==> config.mk <==
export PLATFORM = sky130hd
export DESIGN_NAME = arp_request_responder
export DESIGN_NICKNAME = d
export VERILOG_FILES = /design/src/rtl/arp_resp_pkg.sv /design/src/rtl/arp_resp_table.sv /design/src/rtl/arp_request_responder.sv
export SDC_FILE = /design/constraint.sdc
export NUM_CORES = 1
export LEC_CHECK = 0
export BUFFER_PORTS_ARGS = -buffer_cell sky130_fd_sc_hd__buf_2
export CAP_MARGIN = 20
export CORE_MARGIN = 2
export CORE_UTILIZATION = 50
export DETAILED_ROUTE_END_ITERATION = 10
export PLACE_DENSITY = 0.69
export SETUP_SLACK_MARGIN = 0.15
export SLEW_MARGIN = 20
export SYNTH_ARGS = -nofsm -noshare
export SYNTH_HDL_FRONTEND = slang
export SYNTH_SLANG_ARGS = --single-unit
export TNS_END_PERCENT = 5
==> constraint.sdc <==
create_clock -name clock -period 25 [get_ports clock]
set_input_delay 2.5 -clock clock [delete_from_list [all_inputs] [get_ports clock]]
set_output_delay 2.5 -clock clock [all_outputs]
set_load 0.02 [all_outputs]
==> src/rtl/arp_resp_pkg.sv <==
// Shared types, constants and helper functions for the ARP request responder.
package arp_resp_pkg;

   localparam int TABLE_DEPTH_DEF = 8;
   localparam int ARP_FRAME_LEN   = 42;
   localparam int ETH_HDR_LEN     = 14;
   localparam int REPLY_W         = ARP_FRAME_LEN * 8;

   localparam logic [15:0] ETHERTYPE_ARP  = 16'h0806;
   localparam logic [15:0] HW_TYPE_ETH    = 16'h0001;
   localparam logic [15:0] PROTO_IPV4     = 16'h0800;
   localparam logic [15:0] OP_REQUEST     = 16'h0001;
   localparam logic [15:0] OP_REPLY       = 16'h0002;
   localparam logic [7:0]  HW_ADDR_LEN    = 8'd6;
   localparam logic [7:0]  PROTO_ADDR_LEN = 8'd4;

   localparam logic CMD_FRAME = 1'b0;
   localparam logic CMD_WRITE = 1'b1;

   typedef struct packed {
      logic        command;
      logic [7:0]  frame_byte;
      logic        frame_last;
      logic [2:0]  entry_index;
      logic        entry_valid;
      logic [31:0] entry_ip;
      logic [47:0] entry_mac;
   } req_data_type;

   typedef struct packed {
      logic [7:0] reply_byte;
      logic       reply_last;
   } rsp_data_type;

   // table write request
   typedef struct packed {
      logic        en;
      logic [2:0]  index;
      logic        valid;
      logic [31:0] ip;
      logic [47:0] mac;
   } tbl_wr_type;

   // table search result
   typedef struct packed {
      logic        done;
      logic        hit;
      logic [31:0] ip;
      logic [47:0] mac;
   } tbl_find_type;

   typedef struct packed {
      logic       check;
      logic [7:0] value;
   } hdr_expect_type;

   // Fixed header byte expected at a frame position, if any.
   function automatic hdr_expect_type expected_byte(input logic [5:0] pos);
      hdr_expect_type e;
      e.check = 1'b1;
      e.value = 8'h00;
      unique case (pos)
         6'd12:                 e.value = ETHERTYPE_ARP[15:8];
         6'd13:                 e.value = ETHERTYPE_ARP[7:0];
         6'(ETH_HDR_LEN + 0):   e.value = HW_TYPE_ETH[15:8];
         6'(ETH_HDR_LEN + 1):   e.value = HW_TYPE_ETH[7:0];
         6'(ETH_HDR_LEN + 2):   e.value = PROTO_IPV4[15:8];
         6'(ETH_HDR_LEN + 3):   e.value = PROTO_IPV4[7:0];
         6'(ETH_HDR_LEN + 4):   e.value = HW_ADDR_LEN;
         6'(ETH_HDR_LEN + 5):   e.value = PROTO_ADDR_LEN;
         6'(ETH_HDR_LEN + 6):   e.value = OP_REQUEST[15:8];
         6'(ETH_HDR_LEN + 7):   e.value = OP_REQUEST[7:0];
         default:               e.check = 1'b0;
      endcase
      return e;
   endfunction

   // Whole reply frame, first wire byte in the top bits.
   function automatic logic [REPLY_W-1:0] build_reply(input logic [47:0] dst_mac,
                                                      input logic [47:0] own_mac,
                                                      input logic [31:0] own_ip,
                                                      input logic [31:0] dst_ip);
      return {dst_mac, own_mac, ETHERTYPE_ARP, HW_TYPE_ETH, PROTO_IPV4,
              HW_ADDR_LEN, PROTO_ADDR_LEN, OP_REPLY, own_mac, own_ip,
              dst_mac, dst_ip};
   endfunction

endpackage

==> src/rtl/arp_resp_table.sv <==
// Binding table with a one-entry-per-cycle lowest-index search.
module arp_resp_table
   import arp_resp_pkg::*;
#(
   parameter int TABLE_DEPTH = TABLE_DEPTH_DEF
) (
   input  logic         clock,
   input  logic         reset,
   input  tbl_wr_type   wr,
   input  logic         start,
   input  logic [31:0]  wanted_ip,
   output tbl_find_type find
);

   localparam int IDX_W = (TABLE_DEPTH > 1) ? $clog2(TABLE_DEPTH) : 1;
   localparam logic [IDX_W-1:0] LAST_IDX = IDX_W'(TABLE_DEPTH - 1);

   typedef enum logic {T_IDLE, T_SCAN} tstate_type;

   logic [31:0] ip_mem  [TABLE_DEPTH];
   logic [47:0] mac_mem [TABLE_DEPTH];
   logic [TABLE_DEPTH-1:0] valid_ff;

   tstate_type       state_ff, state_in;
   logic             issue_ff, issue_in;
   logic [IDX_W-1:0] rd_idx_ff, rd_idx_in;
   logic             rd_live_ff, rd_live_in;
   logic [IDX_W-1:0] rd_tag_ff;
   logic [31:0]      rd_ip_ff;
   logic [47:0]      rd_mac_ff;

   logic [6:0]       wr_wide;
   logic             wr_ok;
   logic             match;
   logic             miss_end;

   assign wr_wide = {4'b0, wr.index};
   assign wr_ok   = wr.en && (wr_wide < 7'(TABLE_DEPTH));

   always_ff @(posedge clock) begin
      if (reset) begin
         valid_ff <= '0;
      end else if (wr_ok) begin
         valid_ff[wr_wide[IDX_W-1:0]] <= wr.valid;
      end
   end

   // storage plus registered read port
   always_ff @(posedge clock) begin
      if (wr_ok) begin
         ip_mem[wr_wide[IDX_W-1:0]]  <= wr.ip;
         mac_mem[wr_wide[IDX_W-1:0]] <= wr.mac;
      end
      rd_ip_ff  <= ip_mem[rd_idx_ff];
      rd_mac_ff <= mac_mem[rd_idx_ff];
      rd_tag_ff <= rd_idx_ff;
   end

   // compare stage: the one comparator, shared by every entry
   assign match    = (state_ff == T_SCAN) && rd_live_ff && valid_ff[rd_tag_ff] &&
                     (rd_ip_ff == wanted_ip);
   assign miss_end = (state_ff == T_SCAN) && rd_live_ff && !match &&
                     (rd_tag_ff == LAST_IDX);

   assign find.done = match || miss_end;
   assign find.hit  = match;
   assign find.ip   = rd_ip_ff;
   assign find.mac  = rd_mac_ff;

   always_comb begin
      state_in   = state_ff;
      issue_in   = issue_ff;
      rd_idx_in  = rd_idx_ff;
      rd_live_in = 1'b0;
      unique case (state_ff)
         T_IDLE: begin
            if (start) begin
               state_in  = T_SCAN;
               issue_in  = 1'b1;
               rd_idx_in = '0;
            end
         end
         T_SCAN: begin
            if (find.done) begin
               state_in = T_IDLE;
               issue_in = 1'b0;
            end else if (issue_ff) begin
               rd_live_in = 1'b1;
               if (rd_idx_ff == LAST_IDX) begin
                  issue_in = 1'b0;
               end else begin
                  rd_idx_in = rd_idx_ff + 1'b1;
               end
            end
         end
         default: state_in = T_IDLE;
      endcase
   end

   always_ff @(posedge clock) begin
      if (reset) begin
         state_ff   <= T_IDLE;
         issue_ff   <= 1'b0;
         rd_idx_ff  <= '0;
         rd_live_ff <= 1'b0;
      end else begin
         state_ff   <= state_in;
         issue_ff   <= issue_in;
         rd_idx_ff  <= rd_idx_in;
         rd_live_ff <= rd_live_in;
      end
   end

endmodule

==> src/rtl/arp_request_responder.sv <==
// ARP request responder: frame parser, search sequencer and reply shifter.
// Frame bytes and table writes are taken one per cycle while idle.
// After the final byte of a qualifying request, the table is searched one entry per
// cycle through the read port and comparator; on a hit, 42 reply bytes leave one per
// cycle from a shift register while rsp_stall is low; requests stall from that last
// byte until a miss ends the search or the final reply byte is taken.
// Reset (synchronous) clears frame state and empties the table; entry data is not cleared.
module arp_request_responder
   import arp_resp_pkg::*;
#(
   parameter int TABLE_DEPTH = TABLE_DEPTH_DEF
) (
   input  logic         clock,
   input  logic         reset,
   input  logic         req_valid,
   output logic         req_stall,
   input  req_data_type req_data,
   output logic         rsp_valid,
   input  logic         rsp_stall,
   output rsp_data_type rsp_data
);

   typedef enum logic [1:0] {S_IDLE, S_SEARCH, S_SEND} state_type;

   state_type          state_ff, state_in;
   logic [5:0]         count_ff, count_in;
   logic               hdr_ok_ff, hdr_ok_in;
   logic [47:0]        rmac_ff, rmac_in;
   logic [31:0]        rip_ff, rip_in;
   logic [31:0]        wip_ff, wip_in;
   logic [REPLY_W-1:0] reply_ff, reply_in;
   logic [5:0]         left_ff, left_in;

   logic               req_take;
   logic               rsp_take;
   logic               start;
   hdr_expect_type     want;
   tbl_wr_type         wr;
   tbl_find_type       find;

   assign req_take = req_valid && !req_stall;
   assign rsp_take = rsp_valid && !rsp_stall;
   assign req_stall = (state_ff != S_IDLE);
   assign rsp_valid = (state_ff == S_SEND);
   assign rsp_data.reply_byte = reply_ff[REPLY_W-1 -: 8];
   assign rsp_data.reply_last = (left_ff == 6'd1);

   assign wr.en    = req_take && (req_data.command == CMD_WRITE);
   assign wr.index = req_data.entry_index;
   assign wr.valid = req_data.entry_valid;
   assign wr.ip    = req_data.entry_ip;
   assign wr.mac   = req_data.entry_mac;

   assign want = expected_byte(count_ff);

   arp_resp_table #(
      .TABLE_DEPTH (TABLE_DEPTH)
   ) u_table (
      .clock     (clock),
      .reset     (reset),
      .wr        (wr),
      .start     (start),
      .wanted_ip (wip_ff),
      .find      (find)
   );

   always_comb begin
      state_in  = state_ff;
      count_in  = count_ff;
      hdr_ok_in = hdr_ok_ff;
      rmac_in   = rmac_ff;
      rip_in    = rip_ff;
      wip_in    = wip_ff;
      reply_in  = reply_ff;
      left_in   = left_ff;
      start     = 1'b0;
      unique case (state_ff)
         S_IDLE: begin
            if (req_take && (req_data.command == CMD_FRAME)) begin
               if (count_ff < 6'(ARP_FRAME_LEN)) begin
                  if (want.check && (want.value != req_data.frame_byte)) begin
                     hdr_ok_in = 1'b0;
                  end
                  if (count_ff >= 6'd22 && count_ff < 6'd28) begin
                     rmac_in = {rmac_ff[39:0], req_data.frame_byte};
                  end else if (count_ff >= 6'd28 && count_ff < 6'd32) begin
                     rip_in = {rip_ff[23:0], req_data.frame_byte};
                  end else if (count_ff >= 6'd38) begin
                     wip_in = {wip_ff[23:0], req_data.frame_byte};
                  end
                  count_in = count_ff + 6'd1;
               end
               if (req_data.frame_last) begin
                  if (count_in == 6'(ARP_FRAME_LEN) && hdr_ok_in) begin
                     state_in = S_SEARCH;
                     start    = 1'b1;
                  end else begin
                     count_in  = '0;
                     hdr_ok_in = 1'b1;
                     rmac_in   = '0;
                     rip_in    = '0;
                     wip_in    = '0;
                  end
               end
            end
         end
         S_SEARCH: begin
            if (find.done) begin
               if (find.hit) begin
                  reply_in = build_reply(rmac_ff, find.mac, find.ip, rip_ff);
                  left_in  = 6'(ARP_FRAME_LEN);
                  state_in = S_SEND;
               end else begin
                  state_in = S_IDLE;
               end
               count_in  = '0;
               hdr_ok_in = 1'b1;
               rmac_in   = '0;
               rip_in    = '0;
               wip_in    = '0;
            end
         end
         S_SEND: begin
            if (rsp_take) begin
               reply_in = {reply_ff[REPLY_W-9:0], 8'h00};
               left_in  = left_ff - 6'd1;
               if (left_ff == 6'd1) begin
                  state_in = S_IDLE;
               end
            end
         end
         default: state_in = S_IDLE;
      endcase
   end

   always_ff @(posedge clock) begin
      if (reset) begin
         state_ff  <= S_IDLE;
         count_ff  <= '0;
         hdr_ok_ff <= 1'b1;
         rmac_ff   <= '0;
         rip_ff    <= '0;
         wip_ff    <= '0;
         left_ff   <= '0;
      end else begin
         state_ff  <= state_in;
         count_ff  <= count_in;
         hdr_ok_ff <= hdr_ok_in;
         rmac_ff   <= rmac_in;
         rip_ff    <= rip_in;
         wip_ff    <= wip_in;
         left_ff   <= left_in;
      end
      reply_ff <= reply_in;
   end

`ifndef ASSERT_OFF
   a_no_overlap: assert property (@(posedge clock) disable iff (reset)
      rsp_valid |-> req_stall)
      else $error("reply active while requests are taken");

   a_last_ends: assert property (@(posedge clock) disable iff (reset)
      rsp_take && rsp_data.reply_last |=> !rsp_valid && !req_stall)
      else $error("reply did not end after its final byte");

   a_find_in_search: assert property (@(posedge clock) disable iff (reset)
      find.done |-> state_ff == S_SEARCH)
      else $error("table search finished outside a search");

   a_count_cap: assert property (@(posedge clock) disable iff (reset)
      count_ff <= 6'(ARP_FRAME_LEN))
      else $error("byte count passed the frame length");
`endif

endmodule
==> summary.txt, run 1 <==
Status - finished, final reports clean
Hold crit path type - flop to flop
Number of vias per cell - 5.605
FMAX - 201.2 MHz
Worst slew pin tran - 1225 ps
Min-Delay Path Depth - 2
Worst path required time - 25,330 ps
Clk Latency, worst-skew pair - 720 ps
Max Root-Sink Buffers - 3
Hold-fix buffers, CTS - 0
Setup TNS - 0 ps
Top Layer Used - met5
Worst vdd ir - 59.48 uV
Overall Global Routing Usage - 20.17%
Setup-failing EPs final - 0
Post-Layout Cell Count - 4,412
RSZ-0062 raised after global routing - no
Clk slew on worst S/H paths - 60 ps
Max-cap viol count - 0
Worst hold slack - 450.9 ps
Switching pwr - 0.0007893 W
Area occupied by registers - 33,800 um^2
Worst r2r path cells - 8
Flop pwr share - 54.2%
Tot Pwr - 0.004004 W
ANT nets after route - 0
Minimum clock period - 4971 ps
Grt ovf - 0
Detailed-route wire length - 95.34 mm
Starting Density - 50.53%
DR WL met3 - 5.589 mm
PD cells - 76.83 nW/um^2
Most instantiated cells after synthesis - edfxtp_1, nand2_1, dfxtp_1, mux4_2, clkbuf_1
Top Ports - 109
Width of the die - 308.6 um
# H-tree levels - 3
Cells after DPL - 4,185
Post-synthesis register bit count - 1,200
Compound-cell area share of the yosys netlist - 4.402%
Comb pwr share - 1.7%
Core Rows - 111
Post-synth top area share - 63.19%
Worst Path Max Fanout - 55
Post-CTS setup buffers - 0
Share of layout cells above drive strength 1 - 20.48%
Hold Path Sink - u_table.rd_live_ff
Routed vias - 24.73k
Hold Violations, Final - 0
Clock Skews - 55.64 ps
Largest family of logic cells by synthesized area - multiplexers
M1 WL - 41.57 mm
Post-Synth Simple-Gate Area - 9.304%
Routability cong. - 0.8284
CTS tree - done
Metal2 WL - 45.96 mm
Sw Ratio - 19.71%
Multiplexer share of the synthesized area - 10.65%
Die height - 308.6 um
Mapped Avg Cell Area - 15.60 um^2
Mapped Area - 46,380 um^2
Worst relative slew slack - 18.36%
Count leader, synth - edfxtp_1
Die area - 95,220 um^2
Crit. End Element - flop
Util after Layout - 56.76%
First-pass GRT wire length - 146.0 mm
Multi-input logic area - 11,840 um^2
Kind of critical path - primary input to flop
Arr. time, crit path - 5300 ps
Fin crit share - 19.88%
Synth area leader - edfxtp_1
CTS root buffer - clkbuf_16
Area delta synth->final - 12.35%
Antenna violations before repair - 18
CTS resizes - 0
Post-synthesis sequential area ratio - 72.85%
DR pass1 iterations - 7
Clock tree sinks - 1,200
Worst R2R Start - wip_ff[20]
Int Pwr - 0.003214 W
Vias in the first global route - 24.63k
CTS Buf Count - 115
Slew Limit Fails - 0
Clock power share - 44.1%
Leak - 17.42 nW
Final net count - 3,167
Fill count - 6,982
XOR/XNOR Fraction of Synth Area - 0.7553%
Residual DRC - 0
Setup slack, reg-to-reg - 20,590 ps
CP Launch Type - primary input
Core area - 91,800 um^2
Syn. warnings - 0
DR WL/cell - 21.61 um
Terminus of the critical flop-to-flop path - reply_ff[327]
Syn Nets - 3,080
Starting DRC count in detailed routing - 2,425
DP HPWL - 52.97 mm
Primary FF master, synth - edfxtp_1
Synth top area cells - edfxtp_1, dfxtp_1, mux4_2
Synth unique cells - 59
Largest net degree at the start of global routing - 226
Post-synth EDFFs - 976
Post-synthesis adder-cell area fraction - 0.2158%
Hold path start - u_table.issue_ff
PortBufs - 108
FFs w/ async S/R, synth - 0%
Post-Synthesis Cells - 2,974
-- kinds of logic after synthesis --
family                     after synthesis
xor gates and xnor gates                40
DFF                                   1200
and+or+nand+nor                        976
AOI/OAI and AO/OA                      278
buffers and inverters                  191
adders and majority gates                8
muxes                                  281
-- worst max-delay path, cell delays in order --
cell	delay, ps
buf_2	150
nand4_1	560
nor2_4	1070
buf_4	900
-- layout by cell type (no fill, tap or decap), types with 4 or more instances in the layout --
cell type / n
clkbuf_8: 19
and2_1: 106
clkbuf_1: 34
o21a_1: 34
nor2b_1: 4
nand2b_1: 16
mux2i_1: 31
ha_1: 8
clkinv_2: 18
a21oi_2: 50
edfxtp_1: 976
nand2_1: 684
o211ai_1: 43
nor2_1: 25
xnor2_1: 34
nand3b_1: 10
mux2_2: 89
a22o_1: 39
a21oi_1: 70
nand4_1: 13
bufinv_16: 11
dfxtp_1: 220
clkinv_1: 11
nor4_1: 5
inv_1: 11
buf_4: 35
diode_2: 5
nor3_1: 11
xor2_1: 6
o21ai_0: 20
nor2_4: 6
nor3b_1: 26
clkbuf_16: 116
mux4_2: 161
nand3_1: 51
buf_2: 108
-- area by class of cell --
| cell class | instances | share of cell area (%) |
|---|---|---|
| Clock buffer | 169 | 6.317 |
| Inverter | 13 | 0.1080 |
| Sequential cell | 1200 | 64.87 |
| Antenna cell | 5 | 0.02401 |
| Tap cell | 1243 | 2.985 |
| Clock inverter | 51 | 1.232 |
| Multi-Input combinational cell | 1583 | 22.72 |
| Timing Repair Buffer | 148 | 1.746 |
-- power by group through the flow --
stage | Sequential (W) | Clock [W] | Combinational (W)
after floorplan | 0.00221 | 0 | 0.0000352
after CTS | 0.00217 | 0.00180 | 0.0000679
after global placement | 0.00221 | 0 | 0.0000640
after detailed placement | 0.00221 | 0 | 0.0000677
final | 0.00217 | 0.00177 | 0.0000679
after global routing | 0.00217 | 0.00188 | 0.0000738
-- per-stage QoR --
| stage | area [um^2] | setup slack [ps] |
|---|---|---|
| CTS | 52040 | 20030 |
| global placement | 48100 | 19350 |
| detailed placement | 48100 | 19270 |
| global route | 52100 | 19920 |
| floorplan | 46380 | 6721 |
| finish | 52110 | 20030 |
-- registers in the layout (all words and copies together), names as in the netlist --
| signal | count |
|---|---|
| u_table.mac_mem | 384 |
| reply_ff | 336 |
| u_table.ip_mem | 256 |
| rmac_ff | 48 |
| u_table.rd_mac_ff | 48 |
| rip_ff | 32 |
| u_table.rd_ip_ff | 32 |
| wip_ff | 32 |
| u_table.valid_ff | 8 |
| count_ff | 6 |
| left_ff | 6 |
| u_table.rd_idx_ff | 3 |
| u_table.rd_tag_ff | 3 |
| state_ff | 2 |
| hdr_ok_ff | 1 |
| u_table.issue_ff | 1 |
| u_table.rd_live_ff | 1 |
| u_table.state_ff | 1 |
-- routing by layer --
metal	track usage, %	vias up
met3	3.830	159
met1	28.45	12600
li1	-	11230
met5	0	-
met2	32.39	712
met4	5.525	24
-- worst max path at each step --
stage / startpoint / endpoint / slack, ps / cells past startpoint
after global placement: req_data[81] / u_table.ip_mem[2][4] / 19350 / 4
final: req_data[81] / u_table.ip_mem[3][18] / 20030 / 4
after CTS: req_data[81] / u_table.ip_mem[3][4] / 20030 / 4
after detailed placement: req_data[81] / u_table.ip_mem[2][6] / 19270 / 4
after floorplan: rsp_stall / reply_ff[0] / 6720 / 1
after global routing: req_data[81] / u_table.ip_mem[2][7] / 19920 / 4
(Power assumes the default switching activity.)
==> run 2: changes to the inputs <==
- ABC_AREA: not set -> 1
- PLACE_DENSITY: 0.69 -> 0.66
- clock period: 25 -> 4.86 ns (I/O delays scaled with it)
==> summary.txt, run 2 <==
PortBufs - 108
Detailed-route wire length - 102.7 mm
Post-synthesis sequential area ratio - 72.24%
Core Rows - 112
Antenna violations before repair - 18
Synth top area cells - edfxtp_1, dfxtp_1, nand2_1
Syn. warnings - 0
Fill count - 7,691
Crit. End Element - flop
Post-synth EDFFs - 976
FMAX - 295.7 MHz
Max-cap viol count - 0
Largest register FFs - 384
# H-tree levels - 3
Clock tree sinks - 1,200
Worst hold slack - 51.70 ps
DR WL/cell - 18.34 um
Routed vias - 29.88k
Tot Pwr - 0.02008 W
CTS root buffer - clkbuf_16
Grt ovf - 0
Minimum clock period - 3382 ps
Core area - 93,050 um^2
Setup-failing EPs final - 0
Clk Latency, worst-skew pair - 700 ps
Hold Violations, Final - 0
Largest net degree at the start of global routing - 167
Multi-input logic area - 11,260 um^2
CTS Buf Count - 117
Syn Nets - 4,304
Most frequent cells in the layout - edfxtp_1, nand2_1, nor2_1
Primary FF master, synth - edfxtp_1
Leak - 18.90 nW
Max Root-Sink Buffers - 3
GR Util met2 - 33.65%
Final net count - 4,350
Share of layout cells above drive strength 1 - 9.440%
Count leader, synth - edfxtp_1
RSZ-0062 raised after global routing - no
Top Ports - 109
Post-synth top area share - 62.66%
Worst path required time - 5410 ps
Most instantiated cells after synthesis - edfxtp_1, nand2_1, nor2_1, o21ai_0, dfxtp_1
Number of vias per cell - 5.335
Residual DRC - 0
Worst slack at placement - 1543 ps
Clock Skews - 29.56 ps
First-pass GRT wire length - 158.5 mm
DR pass1 iterations - 5
CTS resizes - 0
CTS tree - done
M3 GR Usage - 3.819%
CP Launch Type - flop
Met1 Resource Use GR - 30.36%
Clk slew on worst S/H paths - 60 ps
Synth unique cells - 37
Post-synthesis register bit count - 1,200
Die area - 96,010 um^2
Routability cong. - 0.8849
Mapped Avg Cell Area - 11.14 um^2
DP HPWL - 58.27 mm
Worst relative slew slack - 27.65%
Kind of critical path - flop to flop
Width of the die - 309.9 um
Area delta synth->final - 11.94%
Starting DRC count in detailed routing - 2,995
Post-Synthesis Cells - 4,198
Status - finished, final reports clean
Worst Path Max Fanout - 43
Worst vdd ir - 323.8 uV
Starting Density - 50.27%
Post-Layout Inst Area - 52,360 um^2
Post-Layout Cell Count - 5,601
Overall Global Routing Usage - 21.29%
Busiest grt layer - met2
Post-DP Area - 48,690 um^2
Mapped Area - 46,770 um^2
PD cells - 383.4 nW/um^2
Post-CTS setup buffers - 0
Vias in the first global route - 27.91k
Cells after DPL - 5,379
Worst slew pin tran - 1085 ps
Most common cell after layout, fill and taps aside - edfxtp_1
Hold crit path type - primary input to flop
Area occupied by registers - 33,800 um^2
Die height - 309.9 um
FFs w/ async S/R, synth - 0%
Hold-fix buffers, CTS - 0
Synth area leader - edfxtp_1
Slew Limit Fails - 0
Setup ws final - 1478 ps
Fin crit share - 69.59%
ANT nets after route - 0
Arr. time, crit path - 3930 ps
[run 2: cell types whose count changed after synthesis, moves of 42 or more]
cell      before  now
nor2_1        31  787
o21ai_0       21  478
inv_1         12  218
mux4_2       161    0
nand2_1      685  828
and2_1       106    0
mux2_2        89    0
o22ai_1        0   82
a31oi_1        1   80
clkbuf_1     131  210
a21oi_2       50    0
o211ai_1      43    1
[run 2: cell families (layout without fill, tap and decap cells)]
family,after synthesis,after routing,share of synthesized area (%)
AND/OR/NAND/NOR,1792,1792,15.19
flip-flops,1200,1200,72.24
AO/OA/AOI/OAI,716,716,8.132
buffers and inverters,465,610,3.903
XOR/XNOR,16,16,0.2996
adder cells (fa/ha/maj),8,8,0.2140
multiplexers,1,1,0.02140
other,0,4,0
[run 2: worst max-delay path, cell delays in order, from the launching register on]
cell and delay (ps):
dfxtp_1 350, nor2_1 230, inv_1 150, nor3_4 140, buf_4 460, o21ai_0 150
inv_1 130, nand2_1 140, buf_4 310, nor2_1 830, nand2_1 130, o21ai_0 150
nor2_2 40
[run 2: stage by stage]
step	TNS, ps	utilization, %
detailed placement	0	52.33
floorplan	-591290	-
finish	0	56.27
global placement	0	52.30
global route	0	56.27
CTS	0	56.26
[run 2: path summary, 6_finish.rpt]
kind,startpoint,to,slack [ps],depth (start not counted)
min,req_data[18],u_table.mac_mem[4][18],50,1
min reg2reg,u_table.rd_idx_ff[2],u_table.rd_tag_ff[2],460,0
max reg2reg,state_ff[0],rmac_ff[2],1480,12
max,state_ff[0],rmac_ff[2],1480,12
[run 2: area by class of cell]
| class | count | share of cell area [%] |
|---|---|---|
| Inverter | 225 | 1.654 |
| Multi-Input combinational cell | 2533 | 21.51 |
| Tap cell | 1254 | 2.997 |
| Sequential cell | 1200 | 64.56 |
| Clock inverter | 36 | 0.5472 |
| Clock buffer | 182 | 6.440 |
| Timing Repair Buffer | 167 | 2.275 |
| Antenna cell | 4 | 0.01912 |
[run 2: power breakdown]
part           total, W  leakage (nW)  internal [W]  switching [W]
Sequential       0.0112          10.7        0.0111      0.0000217
Combinational  0.000303          6.41     0.0000708       0.000232
Clock           0.00862          1.79       0.00491        0.00371
Total            0.0201          18.9        0.0161        0.00397
[run 2: layer usage]
metal,up-vias,wire length [um],part of all wire [%]
li1,14460,-,-
met1,14450,46250,45
met2,785,47720,46
met3,176,6382,6.2
met4,18,2276,2.2
met5,-,113,0.11
